### src/design/mfd_pkg.sv
// shared constants, types and crc helper for the measurement frame deframer
// no dependencies
`timescale 1ns / 1ps

package mfd_pkg;

    localparam int POS_W = 5;
    localparam int WORD_W = 32;
    localparam int NUM_WORDS = 3;

    typedef logic [POS_W-1:0] t_pos;
    typedef logic [WORD_W-1:0] t_word;
    typedef logic [1:0] t_word_sel;

    localparam t_pos FRAME_BYTES = t_pos'(18);
    localparam t_pos LAST_POS = t_pos'(17);

    localparam logic [7:0] CRC_INIT = 8'hFF;
    localparam logic [7:0] CRC_POLY = 8'h31;

    localparam t_word_sel WORD_CO2 = 2'd0;
    localparam t_word_sel WORD_TEMP = 2'd1;
    localparam t_word_sel WORD_HUM = 2'd2;

    typedef struct packed {
        t_word co2;
        t_word temperature;
        t_word humidity;
        logic  ok;
    } t_result;

    // one byte through the msb-first crc-8
    function automatic logic [7:0] crc8_step(input logic [7:0] crc, input logic [7:0] data);
        logic [7:0] c;
        c = crc ^ data;
        for (int i = 0; i < 8; i++) begin
            if (c[7]) begin
                c = {c[6:0], 1'b0} ^ CRC_POLY;
            end else begin
                c = {c[6:0], 1'b0};
            end
        end
        return c;
    endfunction

    // third byte of every group carries the crc
    function automatic logic is_crc_pos(input t_pos pos);
        logic r;
        case (pos)
            5'd2, 5'd5, 5'd8, 5'd11, 5'd14, 5'd17: r = 1'b1;
            default: r = 1'b0;
        endcase
        return r;
    endfunction

    // six bytes (two groups) per word
    function automatic t_word_sel word_sel(input t_pos pos);
        t_word_sel s;
        if (pos < t_pos'(6)) begin
            s = WORD_CO2;
        end else if (pos < t_pos'(12)) begin
            s = WORD_TEMP;
        end else begin
            s = WORD_HUM;
        end
        return s;
    endfunction

endpackage

### src/design/mfd_frame.sv
// frame tracking: byte position, running crc, word assembly, accepted words
// depends on mfd_pkg
`timescale 1ns / 1ps

module mfd_frame (
    input  logic            i_clk,
    input  logic            i_rst_n,
    input  logic            i_fire,
    input  logic [7:0]      i_rx_byte,
    input  logic            i_frame_start,
    output logic            o_last,
    output mfd_pkg::t_result o_result
);
    import mfd_pkg::*;

    t_pos       r_pos, n_pos;
    logic [7:0] r_crc, n_crc;
    logic       r_failed, n_failed;
    t_word      r_build [NUM_WORDS];
    t_word      n_build [NUM_WORDS];
    t_word      r_accept [NUM_WORDS];
    t_word      n_accept [NUM_WORDS];

    t_pos       pos;
    logic       idle;
    logic       first;
    logic [7:0] crc_base;
    t_word_sel  sel;

    always_comb begin
        pos      = i_frame_start ? '0 : r_pos;
        idle     = pos >= FRAME_BYTES;
        first    = pos == '0;
        crc_base = first ? CRC_INIT : r_crc;
        sel      = word_sel(pos);

        n_pos    = r_pos;
        n_crc    = r_crc;
        n_failed = r_failed;
        n_build  = r_build;
        n_accept = r_accept;

        if (idle) begin
            n_pos = FRAME_BYTES;
        end else begin
            n_failed = first ? 1'b0 : r_failed;
            for (int k = 0; k < NUM_WORDS; k++) begin
                n_build[k] = first ? '0 : r_build[k];
            end
            if (!is_crc_pos(pos)) begin
                n_crc = crc8_step(crc_base, i_rx_byte);
                for (int k = 0; k < NUM_WORDS; k++) begin
                    if (sel == t_word_sel'(k)) begin
                        n_build[k] = {n_build[k][WORD_W-9:0], i_rx_byte};
                    end
                end
            end else begin
                if (crc_base != i_rx_byte) begin
                    n_failed = 1'b1;
                end
                n_crc = CRC_INIT;
            end
            if (pos == LAST_POS) begin
                if (!n_failed) begin
                    n_accept = n_build;
                end
                n_pos = FRAME_BYTES;
            end else begin
                n_pos = pos + t_pos'(1);
            end
        end
    end

    assign o_last                 = !idle && (pos == LAST_POS);
    assign o_result.co2           = n_accept[WORD_CO2];
    assign o_result.temperature   = n_accept[WORD_TEMP];
    assign o_result.humidity      = n_accept[WORD_HUM];
    assign o_result.ok            = !n_failed;

    always_ff @(posedge i_clk) begin
        if (!i_rst_n) begin
            r_pos    <= '0;
            r_crc    <= CRC_INIT;
            r_failed <= 1'b0;
            for (int k = 0; k < NUM_WORDS; k++) begin
                r_build[k]  <= '0;
                r_accept[k] <= '0;
            end
        end else if (i_fire) begin
            r_pos    <= n_pos;
            r_crc    <= n_crc;
            r_failed <= n_failed;
            r_build  <= n_build;
            r_accept <= n_accept;
        end
    end

endmodule

### src/design/mfd_out_reg.sv
// result register holding one beat until the consumer takes it
// depends on mfd_pkg
`timescale 1ns / 1ps

module mfd_out_reg (
    input  logic             i_clk,
    input  logic             i_rst_n,
    input  logic             i_load,
    input  mfd_pkg::t_result i_result,
    input  logic             i_stall,
    output logic             o_free,
    output logic             o_valid,
    output mfd_pkg::t_result o_result
);
    import mfd_pkg::*;

    logic    r_valid;
    t_result r_result;

    always_ff @(posedge i_clk) begin
        if (!i_rst_n) begin
            r_valid <= 1'b0;
        end else if (i_load) begin
            r_valid <= 1'b1;
        end else if (!i_stall) begin
            r_valid <= 1'b0;
        end
    end

    always_ff @(posedge i_clk) begin
        if (i_load) begin
            r_result <= i_result;
        end
    end

    assign o_free   = !r_valid || !i_stall;
    assign o_valid  = r_valid;
    assign o_result = r_result;

endmodule

### src/design/measurement_frame_deframer_core.sv
// measurement frame deframer: takes response bytes, checks crc-8 per group,
// emits the three accepted words and an ok flag after byte 17 of a frame
// path: a last byte goes through the input register, then its result is loaded into the result register
// throughput: one byte per cycle, set by the combinational crc and frame update;
// a last byte waits only while the result register is full and stalled
// reset: synchronous active low; position 0, crc 0xff, all words zero, no result
`timescale 1ns / 1ps

module measurement_frame_deframer_core (
    input  logic        i_clk,
    input  logic        i_rst_n,
    // input beats
    input  logic        i_in_valid,
    output logic        o_in_stall,
    input  logic [7:0]  i_rx_byte,
    input  logic        i_frame_start,
    // result beats
    output logic        o_out_valid,
    input  logic        i_out_stall,
    output logic [31:0] o_co2_bits,
    output logic [31:0] o_temperature_bits,
    output logic [31:0] o_humidity_bits,
    output logic        o_frame_ok
);
    import mfd_pkg::*;

    // input register: one byte waiting to be folded into the frame state
    logic       r_in_valid;
    logic [7:0] r_in_byte;
    logic       r_in_start;

    logic    frame_last;
    logic    out_free;
    logic    proc_fire;
    logic    in_accept;
    t_result frame_result;
    t_result out_result;

    // a byte that ends a frame needs the result register free; all other
    // bytes go through without looking at the output side
    assign proc_fire  = r_in_valid && (!frame_last || out_free);
    assign o_in_stall = r_in_valid && !proc_fire;
    assign in_accept  = i_in_valid && !o_in_stall;

    always_ff @(posedge i_clk) begin
        if (!i_rst_n) begin
            r_in_valid <= 1'b0;
        end else if (in_accept) begin
            r_in_valid <= 1'b1;
        end else if (proc_fire) begin
            r_in_valid <= 1'b0;
        end
    end

    // payload only moves on an accepted beat
    always_ff @(posedge i_clk) begin
        if (in_accept) begin
            r_in_byte  <= i_rx_byte;
            r_in_start <= i_frame_start;
        end
    end

    // crc check and word assembly, state advances once per processed byte
    mfd_frame u_frame (
        .i_clk         (i_clk),
        .i_rst_n       (i_rst_n),
        .i_fire        (proc_fire),
        .i_rx_byte     (r_in_byte),
        .i_frame_start (r_in_start),
        .o_last        (frame_last),
        .o_result      (frame_result)
    );

    // result register decouples the consumer from the byte stream
    mfd_out_reg u_out_reg (
        .i_clk    (i_clk),
        .i_rst_n  (i_rst_n),
        .i_load   (proc_fire && frame_last),
        .i_result (frame_result),
        .i_stall  (i_out_stall),
        .o_free   (out_free),
        .o_valid  (o_out_valid),
        .o_result (out_result)
    );

    assign o_co2_bits         = out_result.co2;
    assign o_temperature_bits = out_result.temperature;
    assign o_humidity_bits    = out_result.humidity;
    assign o_frame_ok         = out_result.ok;

endmodule

### config.mk
export PLATFORM = sky130hd
export DESIGN_NAME = measurement_frame_deframer_core
export DESIGN_NICKNAME = d
export VERILOG_FILES = /design/src/design/mfd_pkg.sv /design/src/design/mfd_frame.sv /design/src/design/mfd_out_reg.sv /design/src/design/measurement_frame_deframer_core.sv
export SDC_FILE = /design/constraint.sdc
export NUM_CORES = 1
export LEC_CHECK = 0
export ABC_AREA = 0
export BUFFER_PORTS_ARGS = -buffer_cell sky130_fd_sc_hd__clkbuf_2
export CAP_MARGIN = 20
export CORE_MARGIN = 2
export CORE_UTILIZATION = 50
export DETAILED_ROUTE_END_ITERATION = 8
export MAX_ROUTING_LAYER = met4
export PLACE_DENSITY = 0.69
export SETUP_SLACK_MARGIN = 0.15
export SYNTH_ARGS = -nofsm -noshare
export SYNTH_HDL_FRONTEND = slang
export SYNTH_SLANG_ARGS = --single-unit
### constraint.sdc
create_clock -name i_clk -period 6 [get_ports i_clk]
set_input_delay 0 -clock i_clk [delete_from_list [all_inputs] [get_ports i_clk]]
set_output_delay 0 -clock i_clk [all_outputs]
set_load 0.1 [all_outputs]
======== Word level (Yosys, flattened, before mapping) ========
Index checks and enable logic that the tools add are counted.
storage, ports and cells
  bits in registers ....................... 314
  output and inout port bits .............. 99
  bits of input ports ..................... 13
cells by class
  $lt $le $gt $ge ......................... 3
  bitwise logic cells ..................... 10
  muxes and demuxes ....................... 50
  eq/ne operators ......................... 10
  $add $sub $neg .......................... 1
  reduce and logical (&&, ||, !) cells .... 19
operators by type and width
  operator                                                   count
  2-to-1 mux 96 bit                                          4
  2-to-1 mux 32 bit                                          6
  2-to-1 mux 8 bit                                           16
  2-to-1 mux 6 bit                                           8
  inverter 3 bit                                             8
  equality test 5 x 4 -> 1 bit (second input constant)       3
  2-to-1 mux 5 bit                                           3
  2-to-1 mux 1 bit                                           11
  inequality test 8 bit                                      1
  XOR 8 bit                                                  1
  zero test 1 bit                                            7
  OR reduction 6 bit                                         1
  adder 5 x 1 -> 5 bit (second input constant)               1
  equality test 5 x 2 -> 1 bit (second input constant)       1
  equality test 5 x 3 -> 1 bit (second input constant)       1
  equality test 5 bit (second input constant)                1
  greater-or-equal comparator 5 bit (second input constant)  1
  logical AND 1 bit                                          5
  zero test 5 bit                                            1
  < comparator 5 x 3 -> 1 bit (second input constant)        1
  < comparator 5 x 4 -> 1 bit (second input constant)        1
  2-to-1 mux 2 bit                                           2
  equality test 2 x 1 -> 1 bit (second input constant)       1
  equality test 2 bit (second input constant)                1
  6 further kinds                                            7

======== Longest topological paths before layout ========
  word-level depth ........................ 35
  gate-level depth with buffers ........... 15

======== Modules after synthesis ========
From an unflattened synthesis, not the netlist that was laid out.
second synthesis, totals
  cells, all modules ...................... 1,578
  area total of the unflattened synthesis .. 14,910.6 um2
modules (own cells, without submodules)
  module                           sequential area each (um2)  area each (um2)  cells each  instances
  mfd_frame                        4,124.0                     11,632.4         1,461       1
  mfd_out_reg                      2,932.8                     2,947.8          101         1
  measurement_frame_deframer_core  290.3                       330.3            16          1

======== Worst setup path before layout ========
Ideal clock, no wire load.
  path kind ............................... register -> register
  start point ............................. register r_in_start
  end point ............................... register u_frame.r_accept[3] (netlist bit)
  setup slack ............................. 1.097 ns
  stages on the path, launching flop included .. 15
  data arrival time ....................... 4.771 ns
  required time ........................... 5.868 ns
  path through ............................ edfxtp_1 > clkbuf_1 > clkbuf_1 > clkbuf_1 > nor2b_1 > inv_1 > ha_1 > inv_1 > nor3_2 > nand3_1 > inv_1 > nand2_1 > clkbuf_1 > o21ai_0 > a21oi_1
on the way
  longest elaborated chain between the ends .. 10
  elaborated cells between the ends (all ways) .. 34
  classes of those cells .................. 3 x order compare; 8 x eq/ne; 16 x mux; 7 x reduce/logical
RTL lines
  element                                                line                                   text
  start: declaration                                     measurement_frame_deframer_core.sv:30  logic r_in_start;
  start signal: assignment                               measurement_frame_deframer_core.sv:59  r_in_start <= i_frame_start;
  2-to-1 mux 5 bit (*)                                   mfd_frame.sv:31                        pos = i_frame_start ? '0 : r_pos;
  < comparator 5 x 4 -> 1 bit (tied with other cells)    mfd_pkg.sv:61                          end else if (pos < t_pos'(12)) begin
  2-to-1 mux 2 bit (tied with other cells)               mfd_pkg.sv:61
  2-to-1 mux 2 bit (tied with other cells)               mfd_pkg.sv:59                          if (pos < t_pos'(6)) begin
  equality test 2 bit (tied with other cells)            mfd_frame.sv:53                        if (sel == t_word_sel'(k)) begin
  2-to-1 mux 32 bit or 2-to-1 mux 1 bit (tied branches)  mfd_frame.sv:53, mfd_frame.sv:50
  2-to-1 mux 96 bit or 2-to-1 mux 1 bit (tied branches)  mfd_frame.sv:50, mfd_frame.sv:43
  2-to-1 mux 96 bit                                      mfd_frame.sv:64                        if (!n_failed) begin
  2-to-1 mux 96 bit                                      mfd_frame.sv:63                        if (pos == LAST_POS) begin
  2-to-1 mux 96 bit                                      mfd_frame.sv:43                        if (idle) begin
  end signal: assignment                                 mfd_frame.sv:94                        r_accept <= n_accept;
  end: declaration                                       mfd_frame.sv:21                        t_word r_accept [NUM_WORDS];
Every way passes the cells marked *; elsewhere a longest branch is shown, timed or not. The select of a mux whose other input is x is not followed.
A chain may end at the register's enable or synchronous reset.

======== Final worst setup path ========
  start point ............................. register u_frame.r_pos[1]
  end point ............................... register u_frame.r_accept[18] (netlist bit)
on the way
  longest elaborated chain between the ends .. 10
  elaborated cells between the ends (all ways) .. 34
  classes of those cells .................. 3 x order compare; 8 x eq/ne; 16 x mux; 7 x reduce/logical
RTL lines
  element                                                line                              text
  start: declaration                                     mfd_frame.sv:16                   t_pos r_pos, n_pos;
  start signal: assignment                               mfd_frame.sv:90                   r_pos <= n_pos;
  2-to-1 mux 5 bit (*)                                   mfd_frame.sv:31
  < comparator 5 x 4 -> 1 bit (tied with other cells)    mfd_pkg.sv:61
  2-to-1 mux 2 bit (tied with other cells)               mfd_pkg.sv:61
  2-to-1 mux 2 bit (tied with other cells)               mfd_pkg.sv:59
  equality test 2 bit (tied with other cells)            mfd_frame.sv:53
  2-to-1 mux 32 bit or 2-to-1 mux 1 bit (tied branches)  mfd_frame.sv:53, mfd_frame.sv:50
  2-to-1 mux 96 bit or 2-to-1 mux 1 bit (tied branches)  mfd_frame.sv:50, mfd_frame.sv:43
  2-to-1 mux 96 bit                                      mfd_frame.sv:64
  2-to-1 mux 96 bit                                      mfd_frame.sv:63
  2-to-1 mux 96 bit                                      mfd_frame.sv:43
Marked as above.

==> impl_metrics.toml <==
[status]
status = "complete, no violations"

[sta]
max_slew_headroom_at_the_worst_pin_pct = 25.9
rsz0062_at_grt = "no"
aggregate_negative_setup_slack_ps = 0
max_slew_violation_total_from_the_final_report = 0
worst-slew-pin-transition_ps = 1110
period_needed_ps = 4300
report.final.setup_viol = 0
finClkSkew_ps = 13.0
max_freq_ghz = 0.232
period_share_pct = 71.7
finalHoldViolCount = 0
least_setup_slack_across_all_paths_after_layout_ps = 1700

[setup_path]
kind_of_end_point_of_the_critical_path = "register"
ff2ff_path_depth = 11
worst-endpoint-arrival_ps = 4710
critPathKind = "register to register"
critical_path_required_time_ps = 6410
critical_path.max_fanout = 83
critical_path_launch_point_type = "register"

[min_path]
timing.hold.worst_path_depth = 3
min_path_type = "input pin to register"

[layout]
multi_input_area_mm2 = 0.00708
fin_area_mm2 = 0.0169
instances_no_fill = 2063
nets = 1666
nFillCells = 2642
drive_above_1_share_pct = 18.4
register_area_mm2 = 0.00735
number_of_inserted_diodes = 0
areaGrowthSynthToFinish_pct = 12.3

[cts]
ctsRootBufferMaster = "sky130_fd_sc_hd__clkbuf_16"
tritoncts = "done"
clock_sinks = 314
cts.hold.buffers_added = 12
cts_buffer_depth = 3
clk_pin_slew_ps = 60
postCtsSetupRepairBufs = 0
h-tree-depth = 2
resized_cells_post_cts = 0
cts_inserted_buffers = 34
clkLatencyLatePin_ps = 510

[synthesis]
synth_enable_flop_cells = 106
postSynth.asyncResetShare_pct = 0
synth_cell_type_count = 62
ys_ff_latch = 314
mappedNetlistArea_mm2 = 0.0151
post_synth_main_area_contributors = "sky130_fd_sc_hd__dfxtp_1 (28%), sky130_fd_sc_hd__edfxtp_1 (21%), sky130_fd_sc_hd__a21oi_1 (7.5%)"
synth_most_common_cell = "sky130_fd_sc_hd__a21oi_1"
ys_seq_area_share_pct = 48.7
synthesis.instances = 1623
synth_common_cells = "sky130_fd_sc_hd__a21oi_1 (227), sky130_fd_sc_hd__nand2_1 (209), sky130_fd_sc_hd__dfxtp_1 (208)"
synthesis.area_per_instance_um2 = 9.29
synthesis.yosys.warnings = 0
synth_net_count = 1640
synth-main-ff-cell = "sky130_fd_sc_hd__dfxtp_1"
synth_area_leader_cell = "sky130_fd_sc_hd__dfxtp_1"
synth_largest_type_area_fraction_pct = 27.6

[power_and_ir_drop]
leakage_nw = 5.91
power_density_normalized_to_cell_area_mw_per_mm2 = 270
vdd.ir_drop.worst_mv = 0.207

[routing]
dr.pass1.iters = 7
starting_drt_drc_count = 1312
drc = 0
totalWireLength_um = 39100
wire_per_inst_um = 19.0
dr_total_vias = 12400
post_drt_via_cell_ratio = 6.03
final_antenna_net_count = 0

[global_routing]
global_route_layer_with_the_greatest_usage = "met2"
grt.total_usage_pct = 25.2
globalRouteMet1Util_pct = 34.0
grt_met2_usage_pct = 38.5
fraction_of_met3_tracks_used_by_global_routing_pct = 4.39
globalRouteOverflowTotal = 0
grt_pass1_vias = 11600
grt_antenna_before_repair = 0
first_pass_grt_wire_length_um = 62700
pin_count_of_the_biggest_net_entering_global_routing = 120

[placement]
routability_driven_placement_congestion_ratio = 0.842
detailedPlacementHpwl_um = 23100
numPlacedInstances = 1991
port_buffers = 111
dpl_cell_area_mm2 = 0.0157
place_worst_setup_slack_ps = 1750

[floorplanning]
die_x_um = 178
floorplan.io_pins = 112
die_h_um = 178
rows = 63
floorplan.initialDensity_pct = 50.9
die_area_mm2 = 0.0315
area_of_the_core_mm2 = 0.0296

[flow_run]
drv_cap = 0
-- through the flow --
step                power [mW]  hold WS, ps  util, %
floorplan                 2.51         98.9        -
global placement          2.58          178     53.1
detailed placement        2.58          179     53.1
CTS                       4.59         24.5     57.1
global route              4.70         57.8     57.1
finish                    4.56         49.5     57.1
-- worst max-delay path, cell delays in order, from the launching register on --
cell	delay [ps]
sky130_fd_sc_hd__dfxtp_1	500
sky130_fd_sc_hd__nor2b_1	270
sky130_fd_sc_hd__inv_1	90
sky130_fd_sc_hd__ha_1	280
sky130_fd_sc_hd__or4b_2	620
sky130_fd_sc_hd__o211ai_1	120
sky130_fd_sc_hd__a221oi_1	160
sky130_fd_sc_hd__o41ai_4	430
sky130_fd_sc_hd__buf_4	450
sky130_fd_sc_hd__buf_4	760
sky130_fd_sc_hd__a21oi_1	160
sky130_fd_sc_hd__a41o_1	250
-- power by group --
part           switching [mW]  internal (mW)
Sequential             0.0395           2.21
Combinational           0.204         0.0984
Clock                   0.852           1.16
-- placed cells by master, fill, tap and decap left out, drive strengths merged, types with 4 or more instances in the layout --
cell and instances:
a21oi 228, edfxtp 106, or3 26, nand2 210
o21ai 135, nor2b 4, nor3 34, nor2 87
clkinv 8, nand2b 4, and4 4, o2bb2a 24
dlygate4sd3 12, ha 4, or4b 9, mux2i 41
dfxtp 208, mux2 120, nand3 112, o22ai 7
a41o 23, xnor2 22, buf 22, clkbuf 157
inv 19
-- kinds of logic after synthesis --
group | after synthesis | share of synthesized area [%]
DFF | 314 | 48.7
buffers and inverters | 172 | 4.81
AOI/OAI and AO/OA | 443 | 17.1
and+or+nand+nor | 502 | 15.2
muxes | 161 | 12.0
xor gates and xnor gates | 27 | 1.75
adders and majority gates | 4 | 0.332
-- state kept, by name, indices dropped and copies added, names as in the netlist --
| signal | flops |
|---|---|
| r_in_byte | 8 |
| r_in_start | 1 |
| r_in_valid | 1 |
| u_frame.r_accept | 96 |
| u_frame.r_build | 96 |
| u_frame.r_crc | 8 |
| u_frame.r_failed | 1 |
| u_frame.r_pos | 5 |
| u_out_reg.o_result | 97 |
| u_out_reg.o_valid | 1 |
-- path summary, 6_finish.rpt --
| check | start | to | slack (ps) |
|---|---|---|---|
| hold reg to reg | u_frame.r_build[56]$_SDFFE_PN0P_ | u_frame.r_build[56]$_SDFFE_PN0P_ | 450 |
| hold / removal | i_rst_n | u_frame.r_crc[1]$_SDFFE_PN1P_ | 50 |
| setup reg to reg | u_frame.r_pos[1]$_SDFFE_PN0N_ | u_frame.r_accept[18]$_SDFFE_PN0N_ | 1700 |
| setup / recovery | u_frame.r_pos[1]$_SDFFE_PN0N_ | u_frame.r_accept[18]$_SDFFE_PN0N_ | 1700 |
-- final cells by class --
type	instances	area share (%)
Sequential cell	314	43.4
Clock buffer	46	5.60
Inverter	17	0.407
Multi-Input combinational cell	1137	41.8
Timing Repair Buffer	145	5.19
Tap cell	390	2.88
Clock inverter	14	0.673
-- per-layer routing --
| metal | vias to the layer above | routed length (µm) |
|---|---|---|
| met2 | 428 | 17800 |
| met1 | 6091 | 17500 |
| met4 | 0 | 1120 |
| li1 | 5848 | - |
| met3 | 81 | 2630 |
| met5 | - | 0 |
Power figures use the tool's default switching activity.
